### src/rtl/mtpi_pkg.sv
// Shared types and constants for the Moore tree parent index block.
package mtpi_pkg;

  localparam int DEG_W   = 8;
  localparam int DEPTH_W = 5;

  localparam logic [DEG_W-1:0] DEG_MIN   = 8'd3;
  localparam logic [DEG_W-1:0] DEG_RESET = 8'd3;

  typedef struct packed {
    logic load;
    logic step;
    logic add;
    logic div_init;
    logic div_step;
    logic publish;
  } cmd_t;

  typedef struct packed {
    logic v_zero;
    logic past_bound;
    logic dep_one;
    logic div_last;
    logic out_free;
  } sts_t;

endpackage

### src/rtl/mtpi_dp.sv
// Datapath: degree register, level search, serial divider and output register.
module mtpi_dp #(
  parameter int VERTEX_BITS = 20
) (
  input  logic                          clk_i,
  input  logic                          rst_ni,
  input  logic                          cfg_valid_i,
  input  logic [mtpi_pkg::DEG_W-1:0]    cfg_data_i,
  input  logic [VERTEX_BITS-1:0]        vertex_index_i,
  input  mtpi_pkg::cmd_t                cmd_i,
  output mtpi_pkg::sts_t                sts_o,
  input  logic                          out_ready_i,
  output logic                          out_valid_o,
  output logic [VERTEX_BITS-1:0]        parent_index_o,
  output logic                          has_parent_o,
  output logic [mtpi_pkg::DEPTH_W-1:0]  depth_o
);
  import mtpi_pkg::*;

  localparam int LW  = VERTEX_BITS + DEG_W;
  localparam int NBW = LW + 1;
  localparam int CW  = $clog2(VERTEX_BITS);

  logic [DEG_W-1:0]       deg_q;
  logic [DEG_W-1:0]       eff_deg;
  logic [DEG_W-1:0]       dm1_q;
  logic [VERTEX_BITS-1:0] v_q;
  logic [VERTEX_BITS-1:0] bound_q;
  logic [VERTEX_BITS-1:0] prev_q;
  logic [LW-1:0]          level_q;
  logic [NBW-1:0]         next_q;
  logic [DEPTH_W-1:0]     dep_q;
  logic [DEG_W-1:0]       rem_q;
  logic [VERTEX_BITS-1:0] quo_q;
  logic [CW-1:0]          cnt_q;
  logic [DEG_W:0]         trial;
  logic                   trial_ok;
  logic                   out_valid_q;
  logic                   out_valid_d;
  logic [VERTEX_BITS-1:0] parent_q;
  logic [VERTEX_BITS-1:0] parent_d;
  logic                   has_parent_q;
  logic [DEPTH_W-1:0]     depth_q;

  assign eff_deg  = (deg_q < DEG_MIN) ? DEG_MIN : deg_q;
  assign trial    = {rem_q, quo_q[VERTEX_BITS-1]};
  assign trial_ok = trial >= {1'b0, dm1_q};

  assign sts_o.v_zero     = (v_q == '0);
  assign sts_o.past_bound = {{(NBW-VERTEX_BITS){1'b0}}, v_q} >= next_q;
  assign sts_o.dep_one    = (dep_q == DEPTH_W'(1));
  assign sts_o.div_last   = (cnt_q == CW'(VERTEX_BITS - 1));
  assign sts_o.out_free   = !out_valid_q || out_ready_i;

  assign parent_d = (sts_o.v_zero || sts_o.dep_one) ? '0 : (quo_q + prev_q);

  always_comb begin
    out_valid_d = out_valid_q;
    if (out_ready_i) begin
      out_valid_d = 1'b0;
    end
    if (cmd_i.publish) begin
      out_valid_d = 1'b1;
    end
  end

  always_ff @(posedge clk_i or negedge rst_ni) begin
    if (!rst_ni) begin
      deg_q       <= DEG_RESET;
      out_valid_q <= 1'b0;
    end else begin
      out_valid_q <= out_valid_d;
      if (cfg_valid_i) begin
        deg_q <= cfg_data_i;
      end
    end
  end

  always_ff @(posedge clk_i) begin
    if (cmd_i.load) begin
      v_q     <= vertex_index_i;
      dm1_q   <= eff_deg - DEG_W'(1);
      bound_q <= VERTEX_BITS'(1);
      prev_q  <= VERTEX_BITS'(1);
      level_q <= LW'(eff_deg);
      next_q  <= NBW'(eff_deg) + NBW'(1);
      dep_q   <= DEPTH_W'(1);
    end
    if (cmd_i.step) begin
      prev_q  <= bound_q;
      bound_q <= next_q[VERTEX_BITS-1:0];
      level_q <= LW'(level_q[VERTEX_BITS-1:0]) * LW'(dm1_q);
      dep_q   <= dep_q + DEPTH_W'(1);
    end
    if (cmd_i.add) begin
      next_q <= NBW'(bound_q) + NBW'(level_q);
    end
    if (cmd_i.div_init) begin
      rem_q <= '0;
      quo_q <= v_q - bound_q;
      cnt_q <= '0;
    end
    if (cmd_i.div_step) begin
      rem_q <= trial_ok ? DEG_W'(trial - {1'b0, dm1_q}) : trial[DEG_W-1:0];
      quo_q <= {quo_q[VERTEX_BITS-2:0], trial_ok};
      cnt_q <= cnt_q + CW'(1);
    end
    if (cmd_i.publish) begin
      parent_q     <= parent_d;
      has_parent_q <= !sts_o.v_zero;
      depth_q      <= sts_o.v_zero ? '0 : dep_q;
    end
  end

  assign out_valid_o    = out_valid_q;
  assign parent_index_o = parent_q;
  assign has_parent_o   = has_parent_q;
  assign depth_o        = depth_q;

endmodule

### src/rtl/mtpi_ctrl.sv
// Controller: sequences level search, division and result hand-off.
module mtpi_ctrl (
  input  logic           clk_i,
  input  logic           rst_ni,
  input  logic           in_valid_i,
  output logic           in_ready_o,
  input  mtpi_pkg::sts_t sts_i,
  output mtpi_pkg::cmd_t cmd_o
);
  import mtpi_pkg::*;

  localparam logic [2:0] ST_IDLE  = 3'd0;
  localparam logic [2:0] ST_CHECK = 3'd1;
  localparam logic [2:0] ST_ADD   = 3'd2;
  localparam logic [2:0] ST_DINIT = 3'd3;
  localparam logic [2:0] ST_DIV   = 3'd4;
  localparam logic [2:0] ST_FIN   = 3'd5;

  logic [2:0] state_q;
  logic [2:0] state_d;

  assign in_ready_o = (state_q == ST_IDLE);

  always_comb begin
    state_d = state_q;
    cmd_o   = '0;
    case (state_q)
      ST_IDLE: begin
        if (in_valid_i) begin
          cmd_o.load = 1'b1;
          state_d    = ST_CHECK;
        end
      end
      ST_CHECK: begin
        if (sts_i.v_zero) begin
          state_d = ST_FIN;
        end else if (sts_i.past_bound) begin
          cmd_o.step = 1'b1;
          state_d    = ST_ADD;
        end else if (sts_i.dep_one) begin
          state_d = ST_FIN;
        end else begin
          state_d = ST_DINIT;
        end
      end
      ST_ADD: begin
        cmd_o.add = 1'b1;
        state_d   = ST_CHECK;
      end
      ST_DINIT: begin
        cmd_o.div_init = 1'b1;
        state_d        = ST_DIV;
      end
      ST_DIV: begin
        cmd_o.div_step = 1'b1;
        if (sts_i.div_last) begin
          state_d = ST_FIN;
        end
      end
      ST_FIN: begin
        if (sts_i.out_free) begin
          cmd_o.publish = 1'b1;
          state_d       = ST_IDLE;
        end
      end
      default: begin
        state_d = ST_IDLE;
      end
    endcase
  end

  always_ff @(posedge clk_i or negedge rst_ni) begin
    if (!rst_ni) begin
      state_q <= ST_IDLE;
    end else begin
      state_q <= state_d;
    end
  end

`ifndef ASSERT_OFF
  a_publish_free: assert property (@(posedge clk_i) disable iff (!rst_ni)
    cmd_o.publish |-> sts_i.out_free)
    else $error("result published while output register still full");

  a_one_cmd: assert property (@(posedge clk_i) disable iff (!rst_ni)
    $onehot0({cmd_o.load, cmd_o.step, cmd_o.add, cmd_o.div_init,
              cmd_o.div_step, cmd_o.publish}))
    else $error("more than one datapath command at once");

  a_div_end: assert property (@(posedge clk_i) disable iff (!rst_ni)
    (state_q == ST_DIV && sts_i.div_last) |=> (state_q == ST_FIN))
    else $error("divider did not finish after its last step");

  a_step_add: assert property (@(posedge clk_i) disable iff (!rst_ni)
    cmd_o.step |=> cmd_o.add)
    else $error("level step not followed by bound update");
`endif

endmodule

### src/rtl/moore_tree_parent_index.sv
// Top level: Moore tree vertex depth and parent index lookup.
// The level search loop (per level a multiply step, then an add) and the bit-serial divider
// set the time from input beat to result beat; the root and depth-one vertices skip the divider.
// One item is in flight at a time, so a new beat is not taken until the last result is
// published to the output register, but it is taken even while that result still waits there.
// Reset clears the controller and output valid and sets the degree register to 3.
module moore_tree_parent_index #(
  parameter int VERTEX_BITS = 20
) (
  input  logic                          clk_i,
  input  logic                          rst_ni,
  input  logic                          cfg_valid_i,
  output logic                          cfg_ready_o,
  input  logic [mtpi_pkg::DEG_W-1:0]    cfg_data_i,
  input  logic                          in_valid_i,
  output logic                          in_ready_o,
  input  logic [VERTEX_BITS-1:0]        vertex_index_i,
  output logic                          out_valid_o,
  input  logic                          out_ready_i,
  output logic [VERTEX_BITS-1:0]        parent_index_o,
  output logic                          has_parent_o,
  output logic [mtpi_pkg::DEPTH_W-1:0]  depth_o
);
  import mtpi_pkg::*;

  cmd_t cmd;
  sts_t sts;

  assign cfg_ready_o = 1'b1;

  mtpi_ctrl u_ctrl (
    .clk_i      (clk_i),
    .rst_ni     (rst_ni),
    .in_valid_i (in_valid_i),
    .in_ready_o (in_ready_o),
    .sts_i      (sts),
    .cmd_o      (cmd)
  );

  mtpi_dp #(
    .VERTEX_BITS (VERTEX_BITS)
  ) u_dp (
    .clk_i          (clk_i),
    .rst_ni         (rst_ni),
    .cfg_valid_i    (cfg_valid_i),
    .cfg_data_i     (cfg_data_i),
    .vertex_index_i (vertex_index_i),
    .cmd_i          (cmd),
    .sts_o          (sts),
    .out_ready_i    (out_ready_i),
    .out_valid_o    (out_valid_o),
    .parent_index_o (parent_index_o),
    .has_parent_o   (has_parent_o),
    .depth_o        (depth_o)
  );

endmodule

### config.mk
export PLATFORM = sky130hd
export DESIGN_NAME = moore_tree_parent_index
export DESIGN_NICKNAME = d
export VERILOG_FILES = /design/src/rtl/mtpi_pkg.sv /design/src/rtl/mtpi_dp.sv /design/src/rtl/mtpi_ctrl.sv /design/src/rtl/moore_tree_parent_index.sv
export SDC_FILE = /design/constraint.sdc
export NUM_CORES = 1
export LEC_CHECK = 0
export ABC_AREA = 1
export BUFFER_PORTS_ARGS = -buffer_cell sky130_fd_sc_hd__buf_2
export CAP_MARGIN = 30
export CORE_MARGIN = 2
export CORE_UTILIZATION = 60
export CTS_CLUSTER_DIAMETER = 100
export DETAILED_ROUTE_END_ITERATION = 8
export PLACE_DENSITY = 0.8
export SETUP_SLACK_MARGIN = 0.5
export SLEW_MARGIN = 20
export SYNTH_ARGS = -nofsm -noshare
export SYNTH_HDL_FRONTEND = slang
export SYNTH_SLANG_ARGS = --single-unit
### constraint.sdc
create_clock -name clk_i -period 12.6 [get_ports clk_i]
set_clock_uncertainty 0.1 [all_clocks]
set_input_delay 0.63 -clock clk_i [delete_from_list [all_inputs] [get_ports clk_i]]
set_output_delay 0.63 -clock clk_i [all_outputs]
set_load 0.1 [all_outputs]
# After elaboration in Yosys (flattened, before gate mapping)
# Index checks and enable logic that the tools add are counted.
[word_totals]
out_inout_bits = 29
inputBits = 33
register_bits = 201
wordCells = 85
[op_classes]
mux = 36
n_mul = 1
add_sub_neg = 8
n_eq_ne = 10
n_lt_le_gt_ge = 3
n_reduce_logical = 11
[ops]
columns = ["cell", "n"]
rows = [
  ["$mux W20", 5],
  ["$mux W29", 2],
  ["$mux W28", 2],
  ["$mux W8", 4],
  ["$add A20 B28 Y29", 1],
  ["$ge A20 B29 Y1", 1],
  ["$mul A20 B8 Y28", 1],
  ["$add A20 B20 Y20", 1],
  ["$logic_not A20 Y1", 1],
  ["$mux W5", 4],
  ["$sub A20 B20 Y20", 1],
  ["$mux W3", 6],
  ["$pmux W3 S6", 1],
  ["$mux W1", 12],
  ["$add A5 B1 Y5 const B", 2],
  ["$add A8 B1 Y9 const B", 1],
  ["$ge A9 B8 Y1", 1],
  ["$lt A8 B2 Y1 const B", 1],
  ["$reduce_bool A2 Y1", 4],
  ["$sub A8 B1 Y8 const B", 1],
  ["$sub A8 B8 Y8", 1],
  ["$eq A3 B2 Y1 const B", 2],
  ["$eq A3 B3 Y1 const B", 2],
  ["$ne A2 B2 Y1 const B", 3],
  ["7 further kinds", 9],
]

# Depth between registers and ports, before layout
[depth]
word_depth = 5
depth_mapped = 25
mapped_depth_nobuf = 24

# Modules after synthesis
# A second synthesis with hierarchy kept.
[hier_totals]
cells_unflattened = 2475
hier_area_um2 = 18526.5
[by_module_without_submodules]
columns = ["module", "area_each_um2", "seq_area_each_um2", "cells_each", "instances"]
rows = [
  ["mtpi_dp", 18211.2, 5903.2, 2433, 1],
  ["mtpi_ctrl", 304.0, 75.1, 40, 1],
  ["moore_tree_parent_index", 11.3, 0.0, 2, 1],
]

# Least setup slack after synthesis
# No wires, ideal clock.
[synth_timing]
path_type = "flip-flop to flip-flop"
from = "register u_dp.dm1_q[4]"
to = "register u_dp.level_q[21] (data pin)"
t_arrival_ps = 4173
n_path_buf = 1
path_stages_with_launch = 19
synth_period_minus_slack_ps = 4529
setup_ps = 255
required_ps = 12245
path_slack_ps = 8071
path_cell_list = "edfxtp_1 > clkbuf_1 > nand2_1 > fa_1 > inv_1 > fa_1 > fa_1 > inv_1 > fa_1 > inv_1 > ha_1 > a21oi_1 > o21ai_0 > a21oi_1 > o21ai_1 > nand2_1 > nand2_1 > o21ai_0 > nor2_1"
[synth_via]
elab_chain_cells = 2
[synth_rtl]
columns = ["item", "line", "text"]
rows = [
  ["start, declared", "mtpi_dp.sv:26", "logic [DEG_W-1:0] dm1_q;"],
  ["start signal, assigned", "mtpi_dp.sv:82", "dm1_q <= eff_deg - DEG_W'(1);"],
  ["$mul A20 B8 Y28", "mtpi_dp.sv:92", "level_q <= LW'(level_q[VERTEX_BITS-1:0]) * LW'(dm1_q);"],
  ["$mux W28", "mtpi_dp.sv:89", "if (cmd_i.step) begin"],
  ["end signal, assigned", "mtpi_dp.sv:85", "level_q <= LW'(eff_deg);"],
  ["end signal, assigned", "mtpi_dp.sv:92", ""],
  ["end, declared", "mtpi_dp.sv:30", "logic [LW-1:0] level_q;"],
]
# Every way passes these cells.
# A chain may end at the register's enable or synchronous reset.

# Final worst setup path
# Ends and elaborated chain as after synthesis.

==> results.json <==
{
  "grt_pass1_wl_microns": 73900,
  "first_pass_iters": 6,
  "die_w_microns": 175.4,
  "wl_per_cell_microns": 17.08,
  "drc_errors": 0,
  "clockRootBuffer": "clkbuf_16",
  "synth_edf_count": 189,
  "viasPerCell": 5.568,
  "final_nets": 2521,
  "die_h_microns": 175.4,
  "status": "finished clean",
  "yosys.cell_types.count": 50,
  "dp_hpwl_microns": 35280,
  "coreArea_sq_um": 28780,
  "ys_seq_elements": 201,
  "cp_data_required_time_ns": 12.80,
  "syn_to_final_growth_pct": 8.184,
  "max-clock-path-buffers": 3,
  "synth_warnings": 0,
  "cts_resized": 0,
  "setup_viol": 0,
  "n_antenna_cell": 0,
  "floorplan.initialDensity_pct": 61.25,
  "grt_usage_pct": 30.01,
  "cts_inserted_buffers": 26,
  "utilization_pct": 66.26,
  "yosysMostFrequentCell": "nand2_1",
  "setup_tns_ns": 0,
  "critPathLaunchType": "flip-flop",
  "first_global_vias": 14470,
  "syn_area_sq_um": 17630,
  "drt-total-wl_microns": 45100,
  "die_area_sq_um": 30770,
  "cts_sinks": 201,
  "hp-class": "input port to flip-flop",
  "finalCriticalPeriod_ns": 5.315,
  "synthCells": 2198,
  "slew_violations": 0,
  "syn_avg_cell_area_sq_um": 8.020,
  "antenna_left": 0,
  "slew-limit-headroom_pct": 36.56,
  "synthArstFlopShare_pct": 5.970,
  "path_class": "flip-flop to flip-flop",
  "synth.area.top_cells": "edfxtp_1 (32%), fa_1 (13%), nand2_1 (11%)",
  "fmax_mhz": 188.1,
  "cts_tree": "done",
  "vias": 14706,
  "cts_max_level": 1,
  "grt_overflow": 0,
  "grt_antenna_before_repair": 0,
  "cp.arrival_ns": 5.51,
  "tightest_slew_ns": 0.9516,
  "drv_cap": 0,
  "place_inst": 2592,
  "synth_top_area_share_pct": 32.20,
  "gp_congestion": 0.9518,
  "ys_seq_area_share_pct": 33.92,
  "period_share_pct": 42.18,
  "stdcell_count": 2641,
  "io_buffers": 60,
  "synth_ff_type": "edfxtp_1",
  "grt_max_degree": 65,
  "grt_setup_unrepaired": "no",
  "hold_violations": 0,
  "clock_latency_ns": 0.54,
  "fp-row-count": 62,
  "fill_cells": 2437,
  "crit_path_end_kind": "flip-flop",
  "ios": 62,
  "postCtsSetupBuffers": 0,
  "drt-initial-drc-count": 1475,
  "synth_top_cell_by_area": "edfxtp_1",
  "synthTopCellsByCount": "nand2_1 (503), inv_1 (447), nor2_1 (241)",
  "worstPathMaxFanout": 21,
  "synth.net_count": 2482,
  "drive_gt1_share_pct": 6.070,
  "clk_pin_slew_ns": 0.06
}
## path summary, 6_finish.rpt
path                               startpoint                to  slack (ns)  cells after the start
hold / removal             vertex_index_i[19]      u_dp.v_q[19]        0.17                      1
min in group asynchronous              rst_ni     u_dp.deg_q[7]        0.41                      2
setup reg to reg                u_dp.dm1_q[4]  u_dp.level_q[21]        7.28                     17
hold reg to reg                 u_dp.deg_q[1]     u_dp.deg_q[1]        0.43                      2
setup / recovery                u_dp.dm1_q[4]  u_dp.level_q[21]        7.28                     17
max in group asynchronous              rst_ni     u_dp.deg_q[1]       11.70                      2
## worst max-delay path, cell delays in order, from the launching register on
cell and delay (ns):
edfxtp_1 0.84, nand2_1 0.18, fa_1 0.59, inv_1 0.06, fa_1 0.47, fa_1 0.55, inv_1 0.05, fa_1 0.54
inv_1 0.04, ha_1 0.38, a21oi_1 0.37, o21ai_0 0.19, a21oi_1 0.21, o21ai_1 0.14, nand2_1 0.09, nand2_1 0.06
o21ai_0 0.14, nor2_1 0.06
## area by class of cell
type | count | area [sq um] | area share, %
clock buffer | 31 | 690.7 | 3.622
timing repair buffer | 68 | 375.4 | 1.968
sequential | 201 | 5978 | 31.35
inverter | 450 | 1689 | 8.858
tap | 384 | 480.5 | 2.520
multi-input combinational | 1490 | 9688 | 50.80
clock inverter | 17 | 167.7 | 0.8792
## flip-flops by register name, indices dropped and copies added (netlist names)
| register | flops |
|---|---|
| u_ctrl.state_q | 3 |
| u_dp.bound_q | 20 |
| u_dp.cnt_q | 5 |
| u_dp.deg_q | 8 |
| u_dp.dep_q | 5 |
| u_dp.depth_o | 5 |
| u_dp.dm1_q | 8 |
| u_dp.has_parent_o | 1 |
| u_dp.level_q | 28 |
| u_dp.next_q | 29 |
| u_dp.out_valid_o | 1 |
| u_dp.parent_index_o | 20 |
| u_dp.prev_q | 20 |
| u_dp.quo_q | 20 |
| u_dp.rem_q | 8 |
| u_dp.v_q | 20 |
## per-stage QoR
stage	instance area, sq um	worst slack (ns)	hold WS, ns
after global routing	19070	6.970	0.1534
after CTS	19070	7.377	0.1507
after global placement	18180	7.550	0.4121
after detailed placement	18200	7.380	0.4206
final	19070	7.285	0.1660
after floorplan	17630	8.071	0.2344
## cells by family after synthesis
logic type / count (synthesis) / synth area share (%)
flops: 201 / 33.92
simple gates: 889 / 20.71
compound gates: 311 / 9.668
other cells: 1 / 0.02127
fa+ha+maj: 251 / 22.59
xor+xnor: 38 / 1.888
buf+inv: 507 / 11.22
## cell usage in the layout (no fill, tap or decap), drive strengths merged, types with 27 or more instances in the layout
cell type  synthesis  layout
buf               13      67
nand2            505     505
ha               139     139
o21ai            121     121
fa               112     112
clkbuf            44      31
xor2              27      27
inv              450     450
nor2             243     243
a21oi            131     131
edfxtp           189     189
nand3             75      75
## routing by layer
layer	wire length (microns)	global-route usage, %	share of wire, %	vias to the layer above
met4	1550	9.444	3.4	0
met3	3107	4.004	6.9	106
met1	19710	41.81	44	6962
li1	-	-	-	7051
met2	20740	49.03	46	587
met5	0	0	0	-
## repair_timing
item | CTS | global route
hold buffers | 1 | 0
endpoints found under the setup margin | 0 | 0
endpoints found under the hold margin | 10 | 0
Power is left out: the tool's default activity adds up to more than one toggle a clock period on the data nets, which glitch-free logic cannot reach.
